### config.mk
export PLATFORM = sky130hd
export DESIGN_NAME = overlapping_time_slice_builder
export DESIGN_NICKNAME = d
export VERILOG_FILES = /design/src/sv/otsb_pkg.sv /design/src/sv/otsb_ctrl.sv /design/src/sv/otsb_dpath.sv /design/src/sv/overlapping_time_slice_builder.sv
export SDC_FILE = /design/constraint.sdc
export NUM_CORES = 2
export LEC_CHECK = 0
export BUFFER_PORTS_ARGS = -buffer_cell sky130_fd_sc_hd__buf_4
export CAP_MARGIN = 20
export CORE_MARGIN = 4
export CORE_UTILIZATION = 55
export CTS_CLUSTER_SIZE = 25
export DETAILED_ROUTE_END_ITERATION = 16
export GPL_ROUTABILITY_DRIVEN = 0
export PLACE_DENSITY = 0.74
export SLEW_MARGIN = 0
export SYNTH_ARGS = -nofsm -noshare
export SYNTH_HDL_FRONTEND = slang
export SYNTH_SLANG_ARGS = --single-unit
### constraint.sdc
create_clock -name i_clk -period 24.6 [get_ports i_clk]
set_clock_uncertainty 0.15 [all_clocks]
set_input_delay 4.92 -clock i_clk [delete_from_list [all_inputs] [get_ports i_clk]]
set_output_delay 4.92 -clock i_clk [all_outputs]
set_load 0.05 [all_outputs]
### src/sv/otsb_pkg.sv
// Shared types, constants and helper functions for the overlapping time slice builder.
// Used by otsb_ctrl, otsb_dpath and overlapping_time_slice_builder.
package otsb_pkg;

    // Fixed sizes
    localparam int unsigned HDR_WORDS      = 8;    // header words added to each closed slice
    localparam int unsigned MAX_CLOSES_DEF = 62;   // closes per event before gap overflow
    localparam int unsigned CFG_IDX_W      = 3;
    localparam int unsigned CFG_DATA_W     = 32;
    localparam int unsigned IN_DATA_W      = 128;
    localparam int unsigned OUT_DATA_W     = 248;

    // Configuration register indexes
    typedef logic [CFG_IDX_W-1:0] t_cfg_idx;
    localparam t_cfg_idx CFG_SLICE_LENGTH  = 3'd0;
    localparam t_cfg_idx CFG_SLICE_OVERLAP = 3'd1;
    localparam t_cfg_idx CFG_USE_EXT_TIME  = 3'd2;
    localparam t_cfg_idx CFG_IDLE_LIMIT    = 3'd3;
    localparam t_cfg_idx CFG_IDLE_CREDIT   = 3'd4;

    // Register reset values
    localparam logic [31:0] LEN_RST    = 32'd100000000;
    localparam logic [31:0] OVL_RST    = 32'd10000000;
    localparam logic [15:0] LIMIT_RST  = 16'd1000;
    localparam logic [15:0] CREDIT_RST = 16'd781;
    localparam logic [32:0] WIN_RST    = 33'(LEN_RST) + 33'(OVL_RST);
    localparam logic [33:0] LW_RST     = 34'(WIN_RST) + 34'(LEN_RST);

    // Result kinds
    typedef enum logic [1:0] {
        KIND_PLACED   = 2'd0,
        KIND_CLOSED   = 2'd1,
        KIND_BAD      = 2'd2,
        KIND_OVERFLOW = 2'd3
    } t_kind;

    // Controller to datapath commands
    typedef struct packed {
        logic  take;       // input transfer accepted
        logic  calc_diff;  // offset of event from slice start
        logic  add_cur;    // count event in current slice
        logic  add_nxt;    // count event in next slice too
        logic  close;      // close current slice, advance one slice
        logic  idle_sub;   // take idle credit off after a forced close
        logic  restart;    // restart slicing at the event time
        logic  emit;       // load output register
        t_kind kind;
        logic  last;
    } t_cmd;

    // Datapath to controller status
    typedef struct packed {
        logic out_free;    // output register can take a result
        logic t_before;    // event earlier than slice start
        logic d_lt_len;    // offset below slice length
        logic d_lt_win;    // offset below length plus overlap
        logic d_gt_len;    // offset above slice length
        logic d_gt_lw;     // offset still beyond window after one more close
        logic n_at_max;    // this close is the last one allowed
        logic idle_over;   // idle count past limit after a first event
    } t_stat;

    function automatic logic [31:0] sat_add32(input logic [31:0] a, input logic [31:0] b);
        logic [32:0] s;
        s = 33'(a) + 33'(b);
        return s[32] ? 32'hFFFF_FFFF : s[31:0];
    endfunction

    function automatic logic [15:0] sat_inc16(input logic [15:0] a);
        return (a == 16'hFFFF) ? a : a + 16'd1;
    endfunction

endpackage

### src/sv/otsb_ctrl.sv
// Sequencing state machine for the overlapping time slice builder.
// Depends on otsb_pkg; drives otsb_dpath through t_cmd and reads t_stat.
module otsb_ctrl import otsb_pkg::*; (
    input  logic  i_clk,
    input  logic  i_rst_n,
    input  logic  i_s_valid,
    input  logic  i_poll,
    output logic  o_s_ready,
    input  t_stat i_stat,
    output t_cmd  o_cmd
);

    typedef enum logic [8:0] {
        S_IDLE  = 9'b0_0000_0001,
        S_POLL  = 9'b0_0000_0010,
        S_DIFF  = 9'b0_0000_0100,
        S_CLASS = 9'b0_0000_1000,
        S_BAD   = 9'b0_0001_0000,
        S_CLOSE = 9'b0_0010_0000,
        S_OVF   = 9'b0_0100_0000,
        S_POST  = 9'b0_1000_0000,
        S_PLACE = 9'b1_0000_0000
    } t_state;

    t_state r_state, n_state;

    assign o_s_ready = (r_state == S_IDLE);

    // Next state and commands
    always_comb begin
        n_state = r_state;
        o_cmd   = '0;
        o_cmd.kind = KIND_PLACED;
        unique case (r_state)
            S_IDLE: begin
                if (i_s_valid) begin
                    o_cmd.take = 1'b1;
                    n_state = i_poll ? S_POLL : S_DIFF;
                end
            end
            S_POLL: begin
                if (!i_stat.idle_over) begin
                    n_state = S_IDLE;
                end else if (i_stat.out_free) begin
                    o_cmd.close    = 1'b1;
                    o_cmd.idle_sub = 1'b1;
                    o_cmd.emit     = 1'b1;
                    o_cmd.kind     = KIND_CLOSED;
                    o_cmd.last     = 1'b1;
                    n_state = S_IDLE;
                end
            end
            S_DIFF: begin
                o_cmd.calc_diff = 1'b1;
                n_state = S_CLASS;
            end
            S_CLASS: begin
                if (i_stat.t_before) begin
                    n_state = S_BAD;
                end else if (i_stat.d_lt_len) begin
                    o_cmd.add_cur = 1'b1;
                    n_state = S_PLACE;
                end else if (i_stat.d_lt_win) begin
                    o_cmd.add_cur = 1'b1;
                    o_cmd.add_nxt = 1'b1;
                    n_state = S_PLACE;
                end else begin
                    n_state = S_CLOSE;
                end
            end
            S_BAD: begin
                if (i_stat.out_free) begin
                    o_cmd.emit = 1'b1;
                    o_cmd.kind = KIND_BAD;
                    o_cmd.last = 1'b1;
                    n_state = S_IDLE;
                end
            end
            S_CLOSE: begin
                if (i_stat.out_free) begin
                    o_cmd.close = 1'b1;
                    o_cmd.emit  = 1'b1;
                    o_cmd.kind  = KIND_CLOSED;
                    if (i_stat.d_gt_lw && !i_stat.n_at_max) begin
                        n_state = S_CLOSE;
                    end else if (i_stat.d_gt_lw) begin
                        n_state = S_OVF;
                    end else begin
                        n_state = S_POST;
                    end
                end
            end
            S_OVF: begin
                if (i_stat.out_free) begin
                    o_cmd.emit    = 1'b1;
                    o_cmd.kind    = KIND_OVERFLOW;
                    o_cmd.restart = 1'b1;
                    n_state = S_POST;
                end
            end
            S_POST: begin
                o_cmd.add_cur = 1'b1;
                o_cmd.add_nxt = i_stat.d_gt_len;
                n_state = S_PLACE;
            end
            S_PLACE: begin
                if (i_stat.out_free) begin
                    o_cmd.emit = 1'b1;
                    o_cmd.kind = KIND_PLACED;
                    o_cmd.last = 1'b1;
                    n_state = S_IDLE;
                end
            end
            default: n_state = S_IDLE;
        endcase
    end

    // State register
    always_ff @(posedge i_clk) begin
        if (!i_rst_n) begin
            r_state <= S_IDLE;
        end else begin
            r_state <= n_state;
        end
    end

endmodule

### src/sv/otsb_dpath.sv
// Datapath for the overlapping time slice builder: config registers, slice state,
// offset arithmetic and the output register. Depends on otsb_pkg.
module otsb_dpath import otsb_pkg::*; #(
    parameter int unsigned MAX_CLOSES = MAX_CLOSES_DEF
) (
    input  logic                  i_clk,
    input  logic                  i_rst_n,
    input  logic                  i_cfg_we,
    input  t_cfg_idx              i_cfg_index,
    input  logic [CFG_DATA_W-1:0] i_cfg_data,
    input  logic [IN_DATA_W-1:0]  i_s_data,
    input  logic                  i_poll,
    input  t_cmd                  i_cmd,
    output t_stat                 o_stat,
    input  logic                  i_m_ready,
    output logic                  o_m_valid,
    output logic [OUT_DATA_W-1:0] o_m_data,
    output logic [1:0]            o_m_kind,
    output logic                  o_m_last
);

    localparam int unsigned N_W = (MAX_CLOSES > 1) ? $clog2(MAX_CLOSES) : 1;

    // Configuration
    logic [31:0] r_len, r_ovl;
    logic [32:0] r_win;      // length + overlap
    logic [33:0] r_lw;       // 2 * length + overlap
    logic        r_ext;
    logic [15:0] r_limit, r_credit;

    // Slice state
    logic [63:0] r_start, r_t, r_d;
    logic        r_before, r_seen, r_also;
    logic [16:0] r_idle;
    logic [15:0] r_w, r_cur_trig, r_nxt_trig;
    logic [31:0] r_cur_words, r_nxt_words;
    logic [N_W-1:0] r_n;

    // Output register
    logic                  r_m_valid, r_m_last;
    logic [OUT_DATA_W-1:0] r_m_data;
    logic [1:0]            r_m_kind;

    logic [63:0] t_in, finish;
    logic [64:0] diff;
    logic [OUT_DATA_W-1:0] n_m_data;

    // Timestamp assembly from the input words
    always_comb begin
        if (r_ext) begin
            t_in = i_s_data[63:0];
        end else begin
            t_in = {16'h0000, i_s_data[111:64]};
        end
    end

    assign diff   = {1'b0, r_t} - {1'b0, r_start};
    assign finish = r_start + 64'(r_win);

    // Config register writes
    always_ff @(posedge i_clk) begin
        if (!i_rst_n) begin
            r_len    <= LEN_RST;
            r_ovl    <= OVL_RST;
            r_win    <= WIN_RST;
            r_lw     <= LW_RST;
            r_ext    <= 1'b0;
            r_limit  <= LIMIT_RST;
            r_credit <= CREDIT_RST;
        end else if (i_cfg_we) begin
            unique case (i_cfg_index)
                CFG_SLICE_LENGTH: begin
                    r_len <= i_cfg_data;
                    r_win <= 33'(i_cfg_data) + 33'(r_ovl);
                    r_lw  <= 34'({i_cfg_data, 1'b0}) + 34'(r_ovl);
                end
                CFG_SLICE_OVERLAP: begin
                    r_ovl <= i_cfg_data;
                    r_win <= 33'(r_len) + 33'(i_cfg_data);
                    r_lw  <= 34'({r_len, 1'b0}) + 34'(i_cfg_data);
                end
                CFG_USE_EXT_TIME: r_ext    <= i_cfg_data[0];
                CFG_IDLE_LIMIT:   r_limit  <= i_cfg_data[15:0];
                CFG_IDLE_CREDIT:  r_credit <= i_cfg_data[15:0];
                default: ;
            endcase
        end
    end

    // Slice state update
    always_ff @(posedge i_clk) begin
        if (!i_rst_n) begin
            r_start     <= '0;
            r_seen      <= 1'b0;
            r_idle      <= '0;
            r_cur_trig  <= '0;
            r_cur_words <= '0;
            r_nxt_trig  <= '0;
            r_nxt_words <= '0;
            r_n         <= '0;
            r_also      <= 1'b0;
        end else begin
            // accepted transfer
            if (i_cmd.take) begin
                r_t <= t_in;
                r_w <= i_s_data[127:112];
                if (i_poll) begin
                    if (r_idle != '1) begin
                        r_idle <= r_idle + 17'd1;
                    end
                end else begin
                    r_idle <= '0;
                    if (!r_seen) begin
                        r_start <= t_in;
                        r_seen  <= 1'b1;
                    end
                end
            end
            // offset from slice start, borrow flags an early event
            if (i_cmd.calc_diff) begin
                r_before <= diff[64];
                r_d      <= diff[63:0];
                r_n      <= '0;
            end
            // close and advance one slice
            if (i_cmd.close) begin
                r_start     <= r_start + 64'(r_len);
                r_d         <= r_d - 64'(r_len);
                r_cur_trig  <= r_nxt_trig;
                r_cur_words <= r_nxt_words;
                r_nxt_trig  <= '0;
                r_nxt_words <= '0;
                r_n         <= r_n + N_W'(1);
            end
            if (i_cmd.idle_sub) begin
                r_idle <= (r_idle > 17'(r_credit)) ? r_idle - 17'(r_credit) : '0;
            end
            // gap overflow: slicing restarts at the event
            if (i_cmd.restart) begin
                r_start     <= r_t;
                r_d         <= '0;
                r_cur_trig  <= '0;
                r_cur_words <= '0;
                r_nxt_trig  <= '0;
                r_nxt_words <= '0;
            end
            // counting
            if (i_cmd.add_cur) begin
                r_cur_trig  <= sat_inc16(r_cur_trig);
                r_cur_words <= sat_add32(r_cur_words, 32'(r_w));
                r_also      <= i_cmd.add_nxt;
                if (i_cmd.add_nxt) begin
                    r_nxt_trig  <= sat_inc16(r_nxt_trig);
                    r_nxt_words <= sat_add32(r_nxt_words, 32'(r_w));
                end
            end
        end
    end

    // Result payload by kind; fields a kind does not fill stay zero
    always_comb begin
        n_m_data = '0;
        case (i_cmd.kind)
            KIND_PLACED: begin
                n_m_data[0]       = r_also;
                n_m_data[64:1]    = r_t;
                n_m_data[128:65]  = r_start;
                n_m_data[192:129] = finish;
            end
            KIND_CLOSED: begin
                n_m_data[128:65]  = r_start;
                n_m_data[192:129] = finish;
                n_m_data[208:193] = r_cur_trig;
                n_m_data[240:209] = sat_add32(r_cur_words, 32'(HDR_WORDS));
            end
            KIND_BAD: begin
                n_m_data[64:1]    = r_t;
                n_m_data[128:65]  = r_start;
                n_m_data[192:129] = finish;
            end
            KIND_OVERFLOW: begin
                n_m_data[64:1]    = r_t;
            end
            default: n_m_data = '0;
        endcase
    end

    // Output register
    always_ff @(posedge i_clk) begin
        if (!i_rst_n) begin
            r_m_valid <= 1'b0;
        end else if (i_cmd.emit) begin
            r_m_valid <= 1'b1;
        end else if (i_m_ready) begin
            r_m_valid <= 1'b0;
        end
        if (i_cmd.emit) begin
            r_m_data <= n_m_data;
            r_m_kind <= i_cmd.kind;
            r_m_last <= i_cmd.last;
        end
    end

    // Status to controller
    always_comb begin
        o_stat.out_free  = !r_m_valid || i_m_ready;
        o_stat.t_before  = r_before;
        o_stat.d_lt_len  = r_d < 64'(r_len);
        o_stat.d_lt_win  = r_d < 64'(r_win);
        o_stat.d_gt_len  = r_d > 64'(r_len);
        o_stat.d_gt_lw   = r_d > 64'(r_lw);
        o_stat.n_at_max  = (r_n == N_W'(MAX_CLOSES - 1));
        o_stat.idle_over = r_seen && (r_idle > 17'(r_limit));
    end

    assign o_m_valid = r_m_valid;
    assign o_m_data  = r_m_data;
    assign o_m_kind  = r_m_kind;
    assign o_m_last  = r_m_last;

endmodule

### src/sv/overlapping_time_slice_builder.sv
// Overlapping time slice builder, top level: otsb_ctrl sequences, otsb_dpath computes.
// An event that closes k slices does one close per cycle through the slice adder while
// the output register is free; a gap overflow adds one more result.
// One item in work at a time: the next is accepted the cycle after the last result
// is loaded, and output stalls hold the sequencer.
// Reset (i_rst_n, synchronous, active low) restores register defaults and clears the sequencer, slice start and counts.
module overlapping_time_slice_builder import otsb_pkg::*; #(
    parameter int unsigned MAX_CLOSES = MAX_CLOSES_DEF
) (
    input  logic                  i_clk,
    input  logic                  i_rst_n,
    // configuration writes
    input  logic                  i_cfg_we,
    input  t_cfg_idx              i_cfg_index,
    input  logic [CFG_DATA_W-1:0] i_cfg_data,
    // input items
    input  logic                  s_axis_tvalid,
    output logic                  s_axis_tready,
    // ext_time_w0, ext_time_w1, ext_time_w2, ext_time_w3,
    // int_time_w1, int_time_w2, int_time_w3, event_words
    input  logic [IN_DATA_W-1:0]  s_axis_tdata,
    input  logic                  s_axis_tuser,   // command
    // result items
    output logic                  m_axis_tvalid,
    input  logic                  m_axis_tready,
    // also_next, event_time, slice_begin, slice_finish, trigger_count, word_count, zero pad
    output logic [OUT_DATA_W-1:0] m_axis_tdata,
    output logic [1:0]            m_axis_tuser,   // kind
    output logic                  m_axis_tlast    // last
);

    t_cmd  cmd;
    t_stat stat;

    otsb_ctrl u_ctrl (
        .i_clk     (i_clk),
        .i_rst_n   (i_rst_n),
        .i_s_valid (s_axis_tvalid),
        .i_poll    (s_axis_tuser),
        .o_s_ready (s_axis_tready),
        .i_stat    (stat),
        .o_cmd     (cmd)
    );

    otsb_dpath #(
        .MAX_CLOSES (MAX_CLOSES)
    ) u_dpath (
        .i_clk       (i_clk),
        .i_rst_n     (i_rst_n),
        .i_cfg_we    (i_cfg_we),
        .i_cfg_index (i_cfg_index),
        .i_cfg_data  (i_cfg_data),
        .i_s_data    (s_axis_tdata),
        .i_poll      (s_axis_tuser),
        .i_cmd       (cmd),
        .o_stat      (stat),
        .i_m_ready   (m_axis_tready),
        .o_m_valid   (m_axis_tvalid),
        .o_m_data    (m_axis_tdata),
        .o_m_kind    (m_axis_tuser),
        .o_m_last    (m_axis_tlast)
    );

endmodule

==> results.py <==
metrics = {
    "sta": {
        "hold_viol_final": 0,
        "finalCriticalPeriod_ns": 9.05,
        "max_slew.worst_pin.slew_ns": 1.15,
        "min_period_over_period_pct": 36.8,
        "slew_headroom_pct": 23.0,
        "tns_ns": 0,
        "slew_violations": 0,
        "setup_violations": 0,
        "fmax_mhz": 110,
        "rsz0062_at_grt": "no",
        "fin_ws_ns": 15.55,
    },
    "global_route": {
        "grt_max_degree": 183,
        "track_usage_pct": 32.9,
        "busiest_layer": "met2",
        "grt_antenna_before_repair": 8,
        "grt_pass1_vias": 42425,
        "use_met3_pct": 6.11,
        "grt_overflow": 0,
        "grt_pass1_wl_mm": 245,
        "met1_usage_pct": 42.3,
        "met2_usage_pct": 53.7,
    },
    "setup_path": {
        "cp_top_family": "compound AO/OA/AOI/OAI gates",
        "criticalPathCategory": "primary input to register",
        "end_kind": "register",
        "cp_slowest_stage_delay_ns": 0.57,
        "cp_num_buf_inv": 1,
        "cp_max_fo": 58,
        "required_ns": 24.97,
        "arrival_ns": 9.42,
        "cp_slowest_cell": "nand2_2",
        "crit_path_cell_trace": "buf_4, nor2_1, nand2_2, o21ai_0, ha_1, a211oi_1, nor2_1, o31a_1, o21ai_0, nor2_1, o31ai_1, a21boi_0, o21ai_0, a21oi_1, a31oi_1, xor2_1, o22ai_1",
        "critPathLaunchType": "primary input",
    },
    "synth": {
        "synth.top_cell.area_share_pct": 23.7,
        "synth.most_common_cell": "a21oi_1",
        "yosys_register_bits": 748,
        "yosysWarnings": 0,
        "synth_cells": 5647,
        "synth_compound_area_share_pct": 22.5,
        "ys_seq_area_share_pct": 38.3,
        "synth.area.mux_share_pct": 1.33,
        "netlist.top_cell.by_area": "edfxtp_1",
        "synth-xor-area-share_pct": 5.71,
        "async_reset_ff_share_pct": 0,
        "synth_top_family_by_area": "compound AO/OA/AOI/OAI gates",
        "synthAdderAreaFrac_pct": 10.4,
        "synth_edf_count": 389,
        "synth_common_cells": "568 x a21oi_1, 556 x nand2_1, 470 x nor2_1",
        "synthTopCellsByArea": "edfxtp_1 24%, dfxtp_1 15%, ha_1 10%",
        "syn_area_per_cell_um2": 8.72,
        "yosysUniqueCellTypes": 97,
        "synth-simple-area-share_pct": 17.6,
        "syn_area_mm2": 0.0492,
        "synth_flop_cell": "edfxtp_1",
    },
    "clocking": {
        "clkLatencyLatePin_ns": 0.66,
        "clockRootBuffer": "clkbuf_16",
        "path_clk_slew_ns": 0.06,
        "cts_resized": 0,
        "cts.sinks": 748,
        "cts_buffers": 84,
        "post_cts_buffers": 0,
        "h-tree-depth": 3,
        "clockBufferDepth": 3,
        "tritoncts": "yes",
        "holdBufCountCts": 0,
    },
    "finish": {
        "fill_cells": 7567,
        "layout.nets": 6519,
        "drive_gt1_share_pct": 11.8,
        "area_growth_pct": 13.9,
        "final_cell_count_no_fill": 7181,
    },
    "floorplan": {
        "ios": 422,
        "fp.dieH_um": 307,
        "die_area_mm2": 0.0944,
        "die_w_um": 307,
        "start_util_pct": 55.5,
        "rows": 109,
        "core-area_mm2": 0.0886,
    },
    "detailed_routing": {
        "dr_total_vias": 45560,
        "avgViaCountPerCell": 6.34,
        "drt_iter0_drc": 4886,
        "first_pass_iters": 6,
        "wire_per_inst_um": 22.5,
        "ant_nets": 0,
        "drc": 0,
        "wl_mm": 162,
    },
    "power": {
        "power_leakage_uw": 0.0224,
        "cellPowerDensity_mw_per_mm2": 61.7,
        "peakVddDrop_v": 0.0000486,
    },
    "outcome": {
        "outcome": "completed",
    },
    "hold_path": {
        "hp-class": "register to register",
    },
    "placement": {
        "hpwl_mm": 118,
        "portBuffers": 414,
        "dp.cells": 7025,
        "place_ws_ns": 14.89,
    },
    "run": {
        "maxCapViolCount": 0,
    },
}
==> worst paths after layout <==
check | from | to | slack [ns] | cells past startpoint
max | i_cfg_index[1] | u_dpath.r_win[31] | 15.55 | 17
min | u_dpath.r_lw[2] | u_dpath.r_lw[2] | 0.31 | 2
max reg2reg | u_dpath.r_idle[10] | u_dpath.r_start[58] | 18.71 | 16
min reg2reg | u_dpath.r_lw[2] | u_dpath.r_lw[2] | 0.31 | 2
==> metal layers <==
metal  vias to the layer above  wire length, um
li1                      21273                -
met1                     21438            64000
met2                      2331            74000
met3                       514            14800
met4                         4             9020
met5                         -               21
==> cell usage in the layout (no fill, tap or decap), types with 60 or more instances in the layout <==
master / netlist / final
dfxtp_1: 359 / 358
ha_1: 392 / 392
clkbuf_16: 0 / 86
and3_1: 61 / 61
o21a_1: 68 / 68
edfxtp_1: 389 / 389
a31oi_1: 75 / 73
inv_1: 274 / 273
nand4_1: 62 / 62
nand2b_1: 74 / 74
nor2_1: 470 / 464
nor3_1: 117 / 115
nand3_1: 160 / 160
a21oi_1: 568 / 565
a21o_1: 169 / 169
nor2b_1: 113 / 113
o21ai_0: 358 / 357
xnor2_1: 189 / 189
buf_4: 10 / 462
and2_1: 60 / 60
xor2_1: 132 / 132
nand2_1: 556 / 552
a211oi_1: 84 / 84
o211ai_1: 66 / 66
==> state kept, by name (all words and copies together), names as in the netlist, 32 cells and up <==
register,cells
u_dpath.o_m_data,241
u_dpath.r_win,33
u_dpath.r_cur_words,32
u_dpath.r_ovl,32
u_dpath.r_nxt_words,32
u_dpath.r_start,64
u_dpath.r_len,32
u_dpath.r_lw,34
u_dpath.r_d,64
u_dpath.r_t,64
==> where the power goes <==
part / total [uW] / switching, uW / internal [uW]
logic: 772 / 475 / 298
clock network: 1250 / 546 / 707
registers: 1440 / 54.9 / 1380
==> logic make-up (layout without fill, tap and decap cells) <==
group                    Yosys count  after routing
XOR/XNOR                         321            321
flip-flops                       748            748
AO/OA/AOI/OAI                   1757           1757
multiplexers                      59             59
adder cells (fa/ha/maj)          402            402
AND/OR/NAND/NOR                 1828           1828
other                              1             10
buffers and inverters            531            891
==> layout make-up <==
type | instances | area (um2) | area share [%]
diodes | 3 | 7.51 | 0.0134
clock buffers | 110 | 2310 | 4.11
clock inverters | 41 | 365 | 0.652
inverters | 277 | 1050 | 1.87
multi-input cells | 4374 | 28500 | 50.9
flip-flops and latches | 748 | 18900 | 33.7
well taps | 1165 | 1460 | 2.60
repair buffers | 463 | 3490 | 6.22
==> worst min-delay path: cells and delay by family (launching register included) <==
family / cells / cell delay (ns)
AND/OR/NAND/NOR: 1 / 0.05
flip-flops: 1 / 0.31
AO/OA/AOI/OAI: 1 / 0.05
==> through the flow <==
| step | area (um2) | hold WS [ns] | utilization [%] | total power [uW] |
|---|---|---|---|---|
| 3_3_place_gp | 53400 | 0.278 | 60.2 | 2190 |
| 5_1_grt | 56100 | 0.323 | 63.2 | 3600 |
| 3_5_place_dp | 53400 | 0.296 | 60.2 | 2200 |
| 4_1_cts | 56000 | 0.303 | 63.2 | 3450 |
| 2_1_floorplan | 49300 | 0.265 | - | 1970 |
| 6_report | 56100 | 0.305 | 63.2 | 3460 |
(Power assumes the default switching activity.)
